--- src/rtl/sva_pkg.sv ---
// ----------------------------------------------------------------------------
// Voice allocator package
// Shared widths, command and register codes, and the voice record type.
// ----------------------------------------------------------------------------
package sva_pkg;

  localparam int MAX_VOICES_DEF    = 16;
  localparam int BUFFER_LENGTH_DEF = 65536;

  localparam int CMD_W    = 2;
  localparam int NOTE_W   = 7;
  localparam int PITCH_W  = 24;
  localparam int POS_W    = 16;
  localparam int ENDED_W  = 4;
  localparam int VIDX_W   = 4;
  localparam int AGE_W    = 32;
  localparam int POLICY_W = 2;
  localparam int USE_W    = 5;
  localparam int CFG_IDX_W  = 2;
  localparam int CFG_DATA_W = 5;
  // Wide enough to hold the largest buffer length.
  localparam int BUF_CMP_W  = POS_W + 1;

  typedef enum logic [CMD_W-1:0] {
    CMD_NOTE_ON     = 2'd0,
    CMD_NOTE_OFF    = 2'd1,
    CMD_SAMPLE_TICK = 2'd2,
    CMD_VOICE_ENDED = 2'd3
  } cmd_e;

  typedef enum logic [POLICY_W-1:0] {
    POL_DROP          = 2'd0,
    POL_STEAL_OLDEST  = 2'd1,
    POL_STEAL_LOWEST  = 2'd2,
    POL_STEAL_HIGHEST = 2'd3
  } policy_e;

  typedef enum logic [CFG_IDX_W-1:0] {
    CFG_VOICE_POLICY    = 2'd0,
    CFG_VOICES_IN_USE   = 2'd1,
    CFG_RELEASE_IS_ZERO = 2'd2,
    CFG_UNUSED          = 2'd3
  } cfg_idx_e;

  typedef struct packed {
    logic [NOTE_W-1:0]  note;
    logic [PITCH_W-1:0] pitch;
    logic [POS_W-1:0]   start;
    logic [AGE_W-1:0]   age;
  } voice_rec_t;

endpackage

--- src/rtl/synth_voice_allocator.sv ---
// ----------------------------------------------------------------------------
// Synth voice allocator
// Polyphonic voice table with note-on allocation, voice stealing, sample-tick
// start and aging, note-off and envelope-end handling.
// ----------------------------------------------------------------------------
// Usage: commands enter on the in channel (valid/ready) and each one produces
// exactly one result transfer on the out channel (valid/ready). Only a granted
// note-on carries a nonzero result; every other command returns all zeros.
// Configuration writes use a separate cfg channel that is always ready and
// should be issued only while the block is idle.
// Timing: voice_ended and refused or trivial commands go from acceptance
// straight to the finish state, which loads the output register. note_on,
// sample_tick and an immediate note_off walk the records of the voices in use
// one per cycle through the record memory (one write and one registered read
// port); note_on then passes a commit state before the finish state.
// One command is in flight at a time; a new one is taken once the previous
// result has been placed in the output register, even if it is not yet taken.
// Reset clears all voice flags and loads policy 1, four voices and release
// off. Writing voices_in_use clears the voice flags again.
// If the receiver stalls, the result holds in the output register and the
// block waits before loading the next result.
// ----------------------------------------------------------------------------
module synth_voice_allocator #(
  parameter int MAX_VOICES    = sva_pkg::MAX_VOICES_DEF,
  parameter int BUFFER_LENGTH = sva_pkg::BUFFER_LENGTH_DEF
) (
  input  logic                              clk_i,
  input  logic                              rst_ni,
  input  logic                              in_valid_i,
  output logic                              in_ready_o,
  input  logic [sva_pkg::CMD_W-1:0]         command_i,
  input  logic [sva_pkg::NOTE_W-1:0]        note_number_i,
  input  logic [sva_pkg::PITCH_W-1:0]       pitch_i,
  input  logic [sva_pkg::POS_W-1:0]         start_position_i,
  input  logic [sva_pkg::POS_W-1:0]         sample_position_i,
  input  logic [sva_pkg::ENDED_W-1:0]       ended_voice_i,
  output logic                              out_valid_o,
  input  logic                              out_ready_i,
  output logic                              granted_o,
  output logic [sva_pkg::VIDX_W-1:0]        voice_index_o,
  output logic                              stolen_o,
  input  logic                              cfg_valid_i,
  output logic                              cfg_ready_o,
  input  logic [sva_pkg::CFG_IDX_W-1:0]     cfg_index_i,
  input  logic [sva_pkg::CFG_DATA_W-1:0]    cfg_data_i
);
  import sva_pkg::*;

  localparam int CW = $clog2(MAX_VOICES + 1);
  localparam int UW = (CW > USE_W) ? CW : USE_W;
  localparam int IW = (MAX_VOICES > 1) ? $clog2(MAX_VOICES) : 1;

  localparam logic [1:0] ST_IDLE   = 2'd0;
  localparam logic [1:0] ST_SCAN   = 2'd1;
  localparam logic [1:0] ST_COMMIT = 2'd2;
  localparam logic [1:0] ST_FINISH = 2'd3;

  logic [1:0] state_q, state_d;

  // Configuration registers.
  logic [POLICY_W-1:0] policy_q;
  logic [USE_W-1:0]    use_q;
  logic                release_q;
  logic                cfg_xfer;
  logic                clear_flags;

  // Latched command.
  logic [CMD_W-1:0]   cmd_q, cmd_d;
  logic [NOTE_W-1:0]  note_q, note_d;
  logic [PITCH_W-1:0] pitch_q, pitch_d;
  logic [POS_W-1:0]   start_q, start_d;
  logic [POS_W-1:0]   pos_q, pos_d;

  // Voice flags and record memory.
  logic [MAX_VOICES-1:0] active_q, active_d;
  logic [MAX_VOICES-1:0] cued_q, cued_d;
  voice_rec_t            mem_q [MAX_VOICES];
  voice_rec_t            rd_data_q;
  voice_rec_t            mem_wdata;
  logic [IW-1:0]         mem_waddr;
  logic                  mem_we;
  logic                  mem_re;

  // Scan pipeline.
  logic [CW-1:0] cnt_q, cnt_d;
  logic          rv_q, rv_d;
  logic [IW-1:0] ridx_q, ridx_d;
  logic [UW-1:0] use_ext;
  logic [UW-1:0] n_use;
  logic          issue;

  // Note-on search.
  logic             found_q, found_d;
  logic [IW-1:0]    free_idx_q, free_idx_d;
  logic [IW-1:0]    best_idx_q, best_idx_d;
  logic [AGE_W-1:0] best_key_q, best_key_d;
  logic [AGE_W-1:0] cand_key;
  logic             cand_better;

  // Tick handling.
  logic pos_ok;
  logic start_hit;
  logic act_new;
  logic [IW-1:0] end_idx;

  // Result and output registers.
  logic              res_grant_q, res_grant_d;
  logic [IW-1:0]     res_idx_q, res_idx_d;
  logic              res_stolen_q, res_stolen_d;
  logic              out_valid_q, out_valid_d;
  logic              granted_q, granted_d;
  logic [VIDX_W-1:0] vidx_q, vidx_d;
  logic              stolen_q, stolen_d;

  assign cfg_ready_o = 1'b1;
  assign cfg_xfer    = cfg_valid_i & cfg_ready_o;
  assign clear_flags = cfg_xfer && (cfg_index_i == CFG_VOICES_IN_USE);

  always_ff @(posedge clk_i or negedge rst_ni) begin
    if (!rst_ni) begin
      policy_q  <= POL_STEAL_OLDEST;
      use_q     <= USE_W'(4);
      release_q <= 1'b0;
    end else if (cfg_xfer) begin
      unique case (cfg_index_i)
        CFG_VOICE_POLICY:    policy_q  <= cfg_data_i[POLICY_W-1:0];
        CFG_VOICES_IN_USE:   use_q     <= cfg_data_i[USE_W-1:0];
        CFG_RELEASE_IS_ZERO: release_q <= cfg_data_i[0];
        default: ;
      endcase
    end
  end

  // A voice count above the table size acts as the table size.
  assign use_ext = UW'(use_q);
  assign n_use   = (use_ext > UW'(MAX_VOICES)) ? UW'(MAX_VOICES) : use_ext;

  assign in_ready_o    = (state_q == ST_IDLE);
  assign out_valid_o   = out_valid_q;
  assign granted_o     = granted_q;
  assign voice_index_o = vidx_q;
  assign stolen_o      = stolen_q;

  assign issue    = (state_q == ST_SCAN) && (UW'(cnt_q) < n_use);
  assign mem_re   = issue;
  assign end_idx  = IW'(ended_voice_i);
  assign pos_ok   = {1'b0, pos_q} < BUF_CMP_W'(BUFFER_LENGTH);
  assign start_hit = cued_q[ridx_q] && pos_ok && (rd_data_q.start == pos_q);
  assign act_new   = active_q[ridx_q] | start_hit;

  // The one compare unit ranks candidates by pitch or by age.
  assign cand_key = ((policy_q == POL_STEAL_LOWEST) || (policy_q == POL_STEAL_HIGHEST))
                    ? AGE_W'(rd_data_q.pitch) : rd_data_q.age;
  assign cand_better = (policy_q == POL_STEAL_LOWEST) ? (cand_key < best_key_q)
                                                      : (cand_key > best_key_q);

  always_comb begin
    state_d      = state_q;
    cmd_d        = cmd_q;
    note_d       = note_q;
    pitch_d      = pitch_q;
    start_d      = start_q;
    pos_d        = pos_q;
    active_d     = active_q;
    cued_d       = cued_q;
    cnt_d        = cnt_q;
    rv_d         = 1'b0;
    ridx_d       = ridx_q;
    found_d      = found_q;
    free_idx_d   = free_idx_q;
    best_idx_d   = best_idx_q;
    best_key_d   = best_key_q;
    res_grant_d  = res_grant_q;
    res_idx_d    = res_idx_q;
    res_stolen_d = res_stolen_q;
    mem_we       = 1'b0;
    mem_waddr    = ridx_q;
    mem_wdata    = rd_data_q;
    out_valid_d  = out_valid_q & ~out_ready_i;
    granted_d    = granted_q;
    vidx_d       = vidx_q;
    stolen_d     = stolen_q;

    unique case (state_q)
      ST_IDLE: begin
        if (in_valid_i) begin
          cmd_d        = command_i;
          note_d       = note_number_i;
          pitch_d      = pitch_i;
          start_d      = start_position_i;
          pos_d        = sample_position_i;
          cnt_d        = '0;
          found_d      = 1'b0;
          res_grant_d  = 1'b0;
          res_idx_d    = '0;
          res_stolen_d = 1'b0;
          priority if (command_i == CMD_VOICE_ENDED) begin
            if ((UW'(ended_voice_i) < n_use) && active_q[end_idx]) begin
              active_d[end_idx] = 1'b0;
            end
            state_d = ST_FINISH;
          end else if ((command_i == CMD_NOTE_ON) && (n_use == '0)) begin
            state_d = ST_FINISH;
          end else if ((command_i == CMD_NOTE_OFF) && !release_q) begin
            state_d = ST_FINISH;
          end else begin
            state_d = ST_SCAN;
          end
        end
      end

      ST_SCAN: begin
        if (issue) begin
          cnt_d  = cnt_q + CW'(1);
          rv_d   = 1'b1;
          ridx_d = cnt_q[IW-1:0];
        end
        if (rv_q) begin
          unique case (cmd_q)
            CMD_NOTE_ON: begin
              if (!found_q && !active_q[ridx_q] && !cued_q[ridx_q]) begin
                found_d    = 1'b1;
                free_idx_d = ridx_q;
              end
              if ((ridx_q == '0) || cand_better) begin
                best_idx_d = ridx_q;
                best_key_d = cand_key;
              end
            end
            CMD_NOTE_OFF: begin
              if (active_q[ridx_q] && (rd_data_q.note == note_q)) begin
                active_d[ridx_q] = 1'b0;
              end
            end
            CMD_SAMPLE_TICK: begin
              if (start_hit) begin
                active_d[ridx_q] = 1'b1;
                cued_d[ridx_q]   = 1'b0;
              end
              if (act_new && (rd_data_q.age != '1)) begin
                mem_we        = 1'b1;
                mem_wdata.age = rd_data_q.age + AGE_W'(1);
              end
            end
            default: ;
          endcase
        end
        if (!issue && !rv_q) begin
          state_d = (cmd_q == CMD_NOTE_ON) ? ST_COMMIT : ST_FINISH;
        end
      end

      ST_COMMIT: begin
        priority if (found_q) begin
          res_grant_d = 1'b1;
          res_idx_d   = free_idx_q;
        end else if (policy_q != POL_DROP) begin
          res_grant_d  = 1'b1;
          res_idx_d    = best_idx_q;
          res_stolen_d = 1'b1;
        end else begin
          res_grant_d = 1'b0;
        end
        if (res_grant_d) begin
          mem_we          = 1'b1;
          mem_waddr       = res_idx_d;
          mem_wdata.note  = note_q;
          mem_wdata.pitch = pitch_q;
          mem_wdata.start = start_q;
          mem_wdata.age   = '0;
          active_d[res_idx_d] = 1'b0;
          cued_d[res_idx_d]   = 1'b1;
        end
        state_d = ST_FINISH;
      end

      ST_FINISH: begin
        if (!out_valid_q || out_ready_i) begin
          out_valid_d = 1'b1;
          granted_d   = res_grant_q;
          vidx_d      = res_grant_q ? VIDX_W'(res_idx_q) : '0;
          stolen_d    = res_stolen_q;
          state_d     = ST_IDLE;
        end
      end

      default: state_d = ST_IDLE;
    endcase

    if (clear_flags) begin
      active_d = '0;
      cued_d   = '0;
    end
  end

  always_ff @(posedge clk_i or negedge rst_ni) begin
    if (!rst_ni) begin
      state_q     <= ST_IDLE;
      active_q    <= '0;
      cued_q      <= '0;
      rv_q        <= 1'b0;
      cnt_q       <= '0;
      out_valid_q <= 1'b0;
    end else begin
      state_q     <= state_d;
      active_q    <= active_d;
      cued_q      <= cued_d;
      rv_q        <= rv_d;
      cnt_q       <= cnt_d;
      out_valid_q <= out_valid_d;
    end
  end

  always_ff @(posedge clk_i) begin
    cmd_q        <= cmd_d;
    note_q       <= note_d;
    pitch_q      <= pitch_d;
    start_q      <= start_d;
    pos_q        <= pos_d;
    ridx_q       <= ridx_d;
    found_q      <= found_d;
    free_idx_q   <= free_idx_d;
    best_idx_q   <= best_idx_d;
    best_key_q   <= best_key_d;
    res_grant_q  <= res_grant_d;
    res_idx_q    <= res_idx_d;
    res_stolen_q <= res_stolen_d;
    granted_q    <= granted_d;
    vidx_q       <= vidx_d;
    stolen_q     <= stolen_d;
  end

  // Voice record memory: one write and one registered read per cycle.
  always_ff @(posedge clk_i) begin
    if (mem_we) begin
      mem_q[mem_waddr] <= mem_wdata;
    end
  end

  always_ff @(posedge clk_i) begin
    if (mem_re) begin
      rd_data_q <= mem_q[cnt_q[IW-1:0]];
    end
  end

endmodule
--- config.mk ---
export PLATFORM = sky130hd
export DESIGN_NAME = synth_voice_allocator
export DESIGN_NICKNAME = d
export VERILOG_FILES = /design/src/rtl/sva_pkg.sv /design/src/rtl/synth_voice_allocator.sv
export SDC_FILE = /design/constraint.sdc
export NUM_CORES = 2
export LEC_CHECK = 0
export BUFFER_PORTS_ARGS = -buffer_cell sky130_fd_sc_hd__buf_2
export CAP_MARGIN = 30
export CORE_AREA = 5 5 412 252
export DETAILED_ROUTE_END_ITERATION = 7
export DIE_AREA = 0 0 417 257
export HOLD_SLACK_MARGIN = 0.03
export PLACE_DENSITY = 0.77
export SYNTH_ARGS = -nofsm -noshare
export SYNTH_HDL_FRONTEND = slang
export SYNTH_SLANG_ARGS = --single-unit
--- constraint.sdc ---
create_clock -name clk_i -period 30.6 [get_ports clk_i]
set_input_delay 6.12 -clock clk_i [delete_from_list [all_inputs] [get_ports clk_i]]
set_output_delay 6.12 -clock clk_i [all_outputs]
set_load 0.01 [all_outputs]
==> summary.txt <==
Die width: 417 µm
Cell-by-cell trace of the critical path: inv_1 -> ha_1 -> buf_2
Slowest cell on crit path: dfrtp_1
Fin nets: 3265
CTS tree: built
Top cells by count, synth: edfxtp_1, mux4_2, nand2_1
Synth Area in XOR/XNOR: 0.00334
Data required, critical path: 24.48 ns
Fin crit period: 8.04 ns
Syn avg cell area: 20.4 µm²
Fin crit share: 0.263
FFs w/ async S/R, synth: 0.0324
Detailed Routing Iterations Pass 1: 8
Crit. End Element: output pin
Via density: 6.81
Skew-Pair Late Insertion Delay: 0.77 ns
Place WS: 22.09 ns
Core Util, Final: 0.677
RePlAce Congestion: 0.862
Worst-Margin Slew: 1.14 ns
I/O pins: 90
Worst VDD drop: 0.0665 mV
Failing checks: DRC
Post-synthesis cell count: 2957
Yosys cell types: 65
Total GRT Usage: 0.277
Detail Route Antenna Nets: 0
Count leader, synth: edfxtp_1
EDFF count, synth: 1465
MaxCap Viol Count: 0
Setup Total Neg Slack: 0 ns
RSZ-0062 raised after global routing: false
Largest net degree at the start of global routing: 153
HP Class: flip-flop to flip-flop
Core ar.: 99500 µm²
Max Buffers Root-to-Sink: 3
Lkg Pwr: 21.6 nW
Max-slew violation count: 0
First-pass GRT wire length: 216000 µm
Post-CTS sizing: 0
CP peak stage delay: 0.41 ns
Worst-path clk slew: 0.07 ns
Detailed Route WL: 147000 µm
Layout area overhead: 11.7%
Seq/Total Area, Yosys: 0.750
Port Buffer Count: 88
Mux share of post-synthesis cell area: 0.164
Clk_skew: 0.0464 ns
Overall Power: 6.37 mW
Die height: 257 µm
Via Count: 31200
Initial antenna violation count: 5
Total die area: 107000 µm²
Number of DRC markers in iteration 0: 4695
Mapped Area: 60300 µm²
Complex-gate fraction of the synthesized area: 0.0243
Final hold viol count: 0
Dpl cell area: 62900 µm²
Number of global-route vias before repair: 31600
Crit Path Max Fanout: 6
Area leader, netlist: edfxtp_1
Hold-fix buffers at CTS: 0
Total clock sinks: 1514
Post-route cell area: 67400 µm²
Fmax: 124 MHz
Row cnt: 90
Setup WS post-layout: 22.56 ns
FF+latch count, synth: 1514
Status: finished, violations left
Postcts setup bufs: 0
Setup violators final: 0
CP startpoint kind: flip-flop
Worst slew margin: 0.243
Clock root buffer: clkbuf_16
Top-area cell type share of the netlist area: 0.730
Post-Synth Simple-Gate Area: 0.0358
Post-DP HPWL: 80100 µm
Initial cell density of the core: 0.606
WP data arrival: 1.92 ns
Pwr/cell area: 94.6 nW/µm²
Drt wl/cell: 32.2 µm
Num CTS Buffers: 134
YS warnings: 0
Synth Net Count: 3086
Top post-synthesis cells by area: edfxtp_1, mux4_2, dfrtp_1
Setup CP Type: flip-flop to output pin
DR DRC count: 20
Share of layout cells above drive strength 1: 0.265
H-tree depth: 4
Prevailing post-synth register cell: edfxtp_1
Main combinational cell family by area after synthesis: multiplexers
Synthesized-area fraction occupied by adder cells: 0.00996
Global route overflow: 0
[final cells by class]
class                           instances  area [µm²]
Clock inverter                         81         878
Antenna cell                            4        10.0
Fill cell                            6071       32200
Tap cell                             1334        1670
Multi-Input combinational cell       1243       14500
Inverter                               59         221
Sequential cell                      1514       45200
Timing Repair Buffer                  184        1390
Clock buffer                          159        3500
[path summary, 6_finish.rpt]
check / to / cells after the start / from / slack (ns)
min: stolen_o$_DFFE_PP_ / 0 / res_stolen_q$_DFFE_PP_ / 0.48
min in group asynchronous: out_valid_o$_DFF_PN0_ / 2 / rst_ni / 5.49
min reg2reg: stolen_o$_DFFE_PP_ / 0 / res_stolen_q$_DFFE_PP_ / 0.48
max: in_ready_o / 3 / state_q[0]$_DFFE_PN0P_ / 22.56
max in group asynchronous: cnt_q[1]$_DFFE_PN0P_ / 2 / rst_ni / 24.55
max reg2reg: mem_q[15][32]$_DFFE_PP_ / 10 / policy_q[1]$_DFFE_PN0P_ / 25.59
[registers in the layout (all words and copies together), names as in the netlist, 5 cells and up]
name	flops
mem_q	1264
rd_data_q	79
best_key_q	32
pitch_q	24
active_q	16
cued_q	16
pos_q	16
start_q	16
note_q	7
cnt_q	5
use_ext	5
[per-layer routing]
metal	up-vias	track usage	part of all wire
met2	2042	0.421	0.47
met1	16300	0.418	0.39
met3	283	0.0586	0.12
met5	-	0	0.000048
met4	2	0.0800	0.025
li1	12600	-	-
[placed cells by master (no fill, tap or decap), drive strengths merged, types with 22 or more instances in the layout]
master,n
ha,48
nand4,25
o21ai,81
nand3,29
mux4,408
mux2,38
buf,183
mux2i,25
nand2,226
dfrtp,47
a21oi,32
nor2,91
a21o,22
clkinv,53
clkbuf,160
inv,68
edfxtp,1465
[stage by stage]
stage / cells / hold WS [ns]
after floorplan: 2957 / 0.400
after global placement: 4315 / 0.463
after detailed placement: 4324 / 0.461
after CTS: 4564 / 0.477
after global routing: 4575 / 0.488
final: 4578 / 0.482
[report_power, final]
group | leakage (nW) | switching [mW] | internal (mW)
logic | 5.57 | 1.04 | 0.591
clock network | 2.12 | 0.755 | 0.945
registers | 13.9 | 0.160 | 2.88
total | 21.6 | 1.95 | 4.42
[kinds of logic (layout without fill, tap and decap cells)]
logic type                 count (synthesis)  count (layout)
other                                      1               5
DFF                                     1514            1514
muxes                                    471             471
xor gates and xnor gates                  23              23
AOI/OAI and AO/OA                        224             224
adders and majority gates                 48              48
and+or+nand+nor                          476             476
buffers and inverters                    200             483
[worst max-delay path, delay by kind of cell, from the launching register on]
kind                       cells  cell delay, ns
adders and majority gates      1            0.35
buffers and inverters          2            0.38
DFF                            1            0.41
(Power assumes the default switching activity.)
